===== config.mk =====
export PLATFORM = sky130hd
export DESIGN_NAME = rsi_queue
export DESIGN_NICKNAME = d
export VERILOG_FILES = /design/src/rtl/rsi_pkg.sv /design/src/rtl/rsi_queue.sv
export SDC_FILE = /design/constraint.sdc
export NUM_CORES = 1
export LEC_CHECK = 0
export BUFFER_PORTS_ARGS = -buffer_cell sky130_fd_sc_hd__buf_2
export CORE_MARGIN = 2
export CORE_UTILIZATION = 45
export CTS_CLUSTER_DIAMETER = 60
export CTS_CLUSTER_SIZE = 10
export DETAILED_ROUTE_END_ITERATION = 12
export GPL_ROUTABILITY_DRIVEN = 0
export HOLD_SLACK_MARGIN = 0.05
export PLACE_DENSITY = 0.62
export SLEW_MARGIN = 20
export SYNTH_ARGS = -nofsm -noshare
export SYNTH_HDL_FRONTEND = slang
export SYNTH_SLANG_ARGS = --single-unit

===== constraint.sdc =====
create_clock -name clock -period 9.7 [get_ports clock]
set_clock_uncertainty 0.1 [all_clocks]
set_input_delay 1.94 -clock clock [delete_from_list [all_inputs] [get_ports clock]]
set_output_delay 1.94 -clock clock [all_outputs]
set_load 0.02 [all_outputs]

===== src/rtl/rsi_pkg.sv =====
`default_nettype none
package rsi_pkg;
   localparam int FRAC_BITS_DEF = 16;
   localparam int COORD_W = 32;
   localparam int DIR_W = 18;
   localparam int RAD_W = 15;
   localparam int DIST_W = 32;
   localparam int CSR_IDX_W = 2;
   localparam int K_W = 33;
   localparam int DOT_W = 53;
   localparam int D_W = 84;
   localparam int ROOT_W = 42;
   localparam int QUEUE_DEPTH = 4;

   typedef enum logic [CSR_IDX_W-1:0] {
      CSR_CENTER_X = 2'd0,
      CSR_CENTER_Y = 2'd1,
      CSR_CENTER_Z = 2'd2,
      CSR_RADIUS   = 2'd3
   } csr_idx_type;

   // classified word handed from front to back
   typedef struct packed {
      logic              miss;
      logic signed [DOT_W-1:0] b;
      logic [D_W-1:0]    d;
   } work_type;

   // one result word
   typedef struct packed {
      logic              hit;
      logic [DIST_W-1:0] distance;
      logic              from_inside;
   } rslt_type;
endpackage
`default_nettype wire


===== src/rtl/rsi_queue.sv =====
`default_nettype none
// Short queue between front and back.
module rsi_queue (
   input  wire logic clock,
   input  wire logic reset,
   input  wire logic wr_valid,
   input  wire rsi_pkg::work_type wr_word,
   output logic rd_valid,
   input  wire logic rd_ready,
   output rsi_pkg::work_type rd_word
);
   localparam int AW = $clog2(rsi_pkg::QUEUE_DEPTH);
   rsi_pkg::work_type mem_ff [rsi_pkg::QUEUE_DEPTH];
   logic [AW-1:0] wp_ff, rp_ff;
   logic [AW:0] cnt_ff;
   logic rd_fire;

   assign rd_valid = cnt_ff != '0;
   assign rd_fire = rd_valid && rd_ready;
   assign rd_word = mem_ff[rp_ff];

   // advance pointers
   always_ff @(posedge clock) begin
      if (reset) begin
         wp_ff <= '0;
         rp_ff <= '0;
         cnt_ff <= '0;
      end else begin
         if (wr_valid) wp_ff <= wp_ff + 1'b1;
         if (rd_fire) rp_ff <= rp_ff + 1'b1;
         cnt_ff <= cnt_ff + (AW+1)'(wr_valid) - (AW+1)'(rd_fire);
      end
   end

   always_ff @(posedge clock) begin
      if (wr_valid) mem_ff[wp_ff] <= wr_word;
   end
endmodule
`default_nettype wire


* After elaboration in Yosys (flattened, before gate mapping)
Memories as Yosys holds them, arrays and structs flattened. A register that Yosys moved wholly into a read port is not among the register bits.
Index checks and enable logic that the tools add are counted.
** Word-level totals
- Register bits :: 7
- Bits in writable memories :: 552
- Input bits :: 142
- Output and inout port bits :: 139
- Word-level logic and storage cells :: 14
- Memories :: 1
** Operators by class
- Add/sub/neg operators :: 4
- Mux-type cells :: 4
- Reduce and logical (&&, ||, !) cells :: 2
** Memory list
- mem_ff :: depth 4, width 138, rd ports 1, clocked after memory_dff 1, write ports 1, line rsi_queue.sv:13 : rsi_pkg::work_type mem_ff [rsi_pkg::QUEUE_DEPTH];
** Operator list (number)
- 2-bit by 1-bit adder with 2-bit output, second input constant :: 2
- 2-bit two-way mux :: 2
- 3-bit by 1-bit adder with 3-bit output :: 1
- 3-bit nonzero test :: 1
- 3-bit by 1-bit subtractor with 3-bit output :: 1
- 1-bit two-way mux :: 2
- 1-bit logical AND :: 1

* Depth between registers and ports, before layout
- Depth after elaboration :: 4
- Mapped depth :: 7
- Mapped depth without buffers :: 7

* Least setup slack after synthesis
No wires, ideal clock.
- Path type :: input port to flip-flop
- From :: in wr_valid
- To :: mem mem_ff[0][0] (netlist bit), enable pin
- Arrival time :: 5.096 ns
- Setup slack :: 3.991 ns
- Stages on the path :: 1
- Path buffers :: 0
- Cells stage by stage :: and2_1
** On the way
- Word-level cells in the longest chain between the ends :: 2
** Ends and longest elaborated chain
- start, declared :: line rsi_queue.sv:6 : input wire logic wr_valid,
- 1-bit two-way mux :: line rsi_queue.sv:36 : if (wr_valid) mem_ff[wp_ff] <= wr_word;
- 1-bit two-way mux (not written as such) :: line rsi_queue.sv:36
- end, declared :: line rsi_queue.sv:13
No other way between the ends.

==> metrics.yaml <==
status: "finished, final reports clean"
cp_top_family: "buffers and inverters"
syn_to_final_growth_pct: 18.4
die-area_mm2: 0.0473
grt_pass1_vias: 9604
design.portCount: 281
syn_area_mm2: 0.0205
r2r-start: "wp_ff[0]$_SDFFE_PP0P_"
r2r_cells: 3
maxSlewHeadroom: 0.358
viasPerCell: 5.28
crit_slowest_cell: "buf_4"
final-max-slew-violation-count: 0
whs_path_depth: 2
final_nets: 1244
dp_slack_ns: 4.50
hold_path_end: "wp_ff[1]$_SDFFE_PP0P_"
power.density_mw_per_mm2: 253
drtAntennaViolNets: 0
cp.buffers_inverters: 3
cp-end-kind: "output pin"
final-seq-area_mm2: 0.0168
worstPathRequired_ns: 7.66
cp.arrival_ns: 3.53
cts_made_buffers: 66
path_depth: 4
initial_core_util: 0.454
rsz0062_at_grt: "false"
drc: 0
cts-root-buf: "clkbuf_16"
cts_resized: 0
leakage_nw: 8.09
synth_cell_types: 21
cp_common_cell: "buf_4"
clk_path_buf_depth: 3
synth.area.top_cells: "edfxtp_1 (81%), mux4_2 (15%), buf_12 (1.1%), dfxtp_1 (0.88%), ha_1 (0.37%)"
worst_pin_slew_ns: 0.964
hold_violations: 0
finalWirelength_um: 39000
cap_violations: 0
critPathLaunchType: "register"
routedWlPerCell_um: 22.7
period_share: 0.574
period_minus_slack_ns: 5.57
hold_buffers: 0
fp.dieH_um: 217
hold_class: "reg2reg"
ys_ff_latch: 561
clk_pin_slew_ns: 0.05
r2r_setup_slack_ns: 7.15
syn_area_per_cell_um2: 26.8
multi_input_area_mm2: 0.00338
dp_cells: 1627
num_vias: 9052
tritoncts: "done"
yosysTopAreaCellShare: 0.809
antenna_found_initial: 9
min-delay-start: "wp_ff[1]$_SDFFE_PP0P_"
timing.rr.end: "mem_ff[1][90]$_DFFE_PP_"
timing.final.ws_setup_ns: 4.13
die_x_um: 217
drt_iter0_markers: 498
crit_path_max_incr_delay_ns: 0.78
ys_seq_area_frac: 0.817
grt_overflow: 0
drive_above_1_share: 0.461
gr-usage-all-layers: 0.168
max_freq_ghz: 0.180
crit_type: "reg2out"
rows: 78
insertion_delay_ns: 0.57
hold_slack_ns: 0.464
clock_sinks: 561
synth_warnings: 0
setup_tns_ns: 0
place_hpwl_um: 22700
syn_inst: 766
fillCellCount: 3471
instances_no_fill: 1716
cts_setup_buffers: 0
finalSetupViolations: 0
path_max_fanout: 42
grt_max_degree: 62
grt_pass1_wl_um: 58800
core-area_mm2: 0.0452
synth_fp_nets: 915
peakVddDrop_mv: 0.184
crit_path_cell_trace: "buf_4 > buf_4 > mux4_2 > buf_2"
firstDrtPassIters: 4
htreeDepth: 3
yosysTopAreaCell: "edfxtp_1"
port_buffers: 280
-- power breakdown --
group | internal, mW | total [mW] | switching (mW)
Combinational | 0.482 | 1.12 | 0.640
Sequential | 2.80 | 2.85 | 0.0545
Clock | 1.30 | 2.16 | 0.860
-- per-layer routing --
| metal | part of all wire | GRT usage | vias up |
|---|---|---|---|
| li1 | - | - | 3961 |
| met3 | 0.068 | 0.0509 | 74 |
| met1 | 0.43 | 0.232 | 4762 |
| met5 | 0.0021 | 0 | - |
| met4 | 0.021 | 0.0626 | 14 |
| met2 | 0.48 | 0.254 | 241 |
-- cell families after synthesis --
logic type / Yosys count / synth area share
AO/OA/AOI/OAI: 2 / 0.000855
XOR/XNOR: 2 / 0.00159
adder cells (fa/ha/maj): 7 / 0.00464
buffers and inverters: 38 / 0.0181
flip-flops: 561 / 0.817
multiplexers: 142 / 0.154
AND/OR/NAND/NOR: 14 / 0.00366
-- area by class of cell --
type	instances	area share
antenna	2	0.000206
clock buffer	84	0.0752
clock inverter	3	0.000876
inverter	6	0.000928
multi-input combinational	167	0.139
sequential	561	0.691
tap	600	0.0309
timing repair buffer	293	0.0618
-- synth_stat cells --
master      n
clkbuf_1    3
fa_1        1
edfxtp_1  552
inv_1       6
buf_2      13
nor2_1      5
o31a_1      1
mux4_2    138
o311ai_0    1
mux2i_1     1
buf_4       1
or3_1       1
dfxtp_1     9
buf_6       4
xor3_1      1
and2_1      4
nor2b_1     4
xnor2_1     1
ha_1        6
mux2_2      3
buf_12     11
-- cell usage in the layout (no fill, tap or decap), drive strengths merged, types with 2 or more instances in the layout --
cell / instances
nor2: 5
and2: 4
inv: 7
diode: 2
buf: 293
nor2b: 4
dfxtp: 9
edfxtp: 552
ha: 6
mux4: 138
clkbuf: 84
mux2: 3
-- worst max-delay path by stage --
stage	to	slack, ns
after floorplan	mem_ff[0][0]$_DFFE_PP_	3.99
after global placement	rd_word[31]	4.56
after detailed placement	rd_word[31]	4.50
after CTS	rd_word[31]	3.89
after global routing	rd_word[31]	3.74
final	rd_word[31]	4.13
-- through the flow --
step                total power, mW  utilization  cell area, um^2
finish                         6.13        0.537            24300
global route                   6.39        0.537            24300
CTS                            6.24        0.537            24300
detailed placement             4.06        0.496            22400
global placement               4.04        0.496            22400
floorplan                      3.76            -            20500
-- sequential cells by signal (all words and copies together) (netlist names), named ones only --
name,cells
mem_ff,552
cnt_ff,3
rp_ff,2
wp_ff,2
-- worst register-to-register path: stages (launching register included) --
cell and delay [ns]:
dfxtp_1 0.39, ha_1 0.17, and2_4 0.71, buf_4 0.76
(Power assumes the default switching activity.)
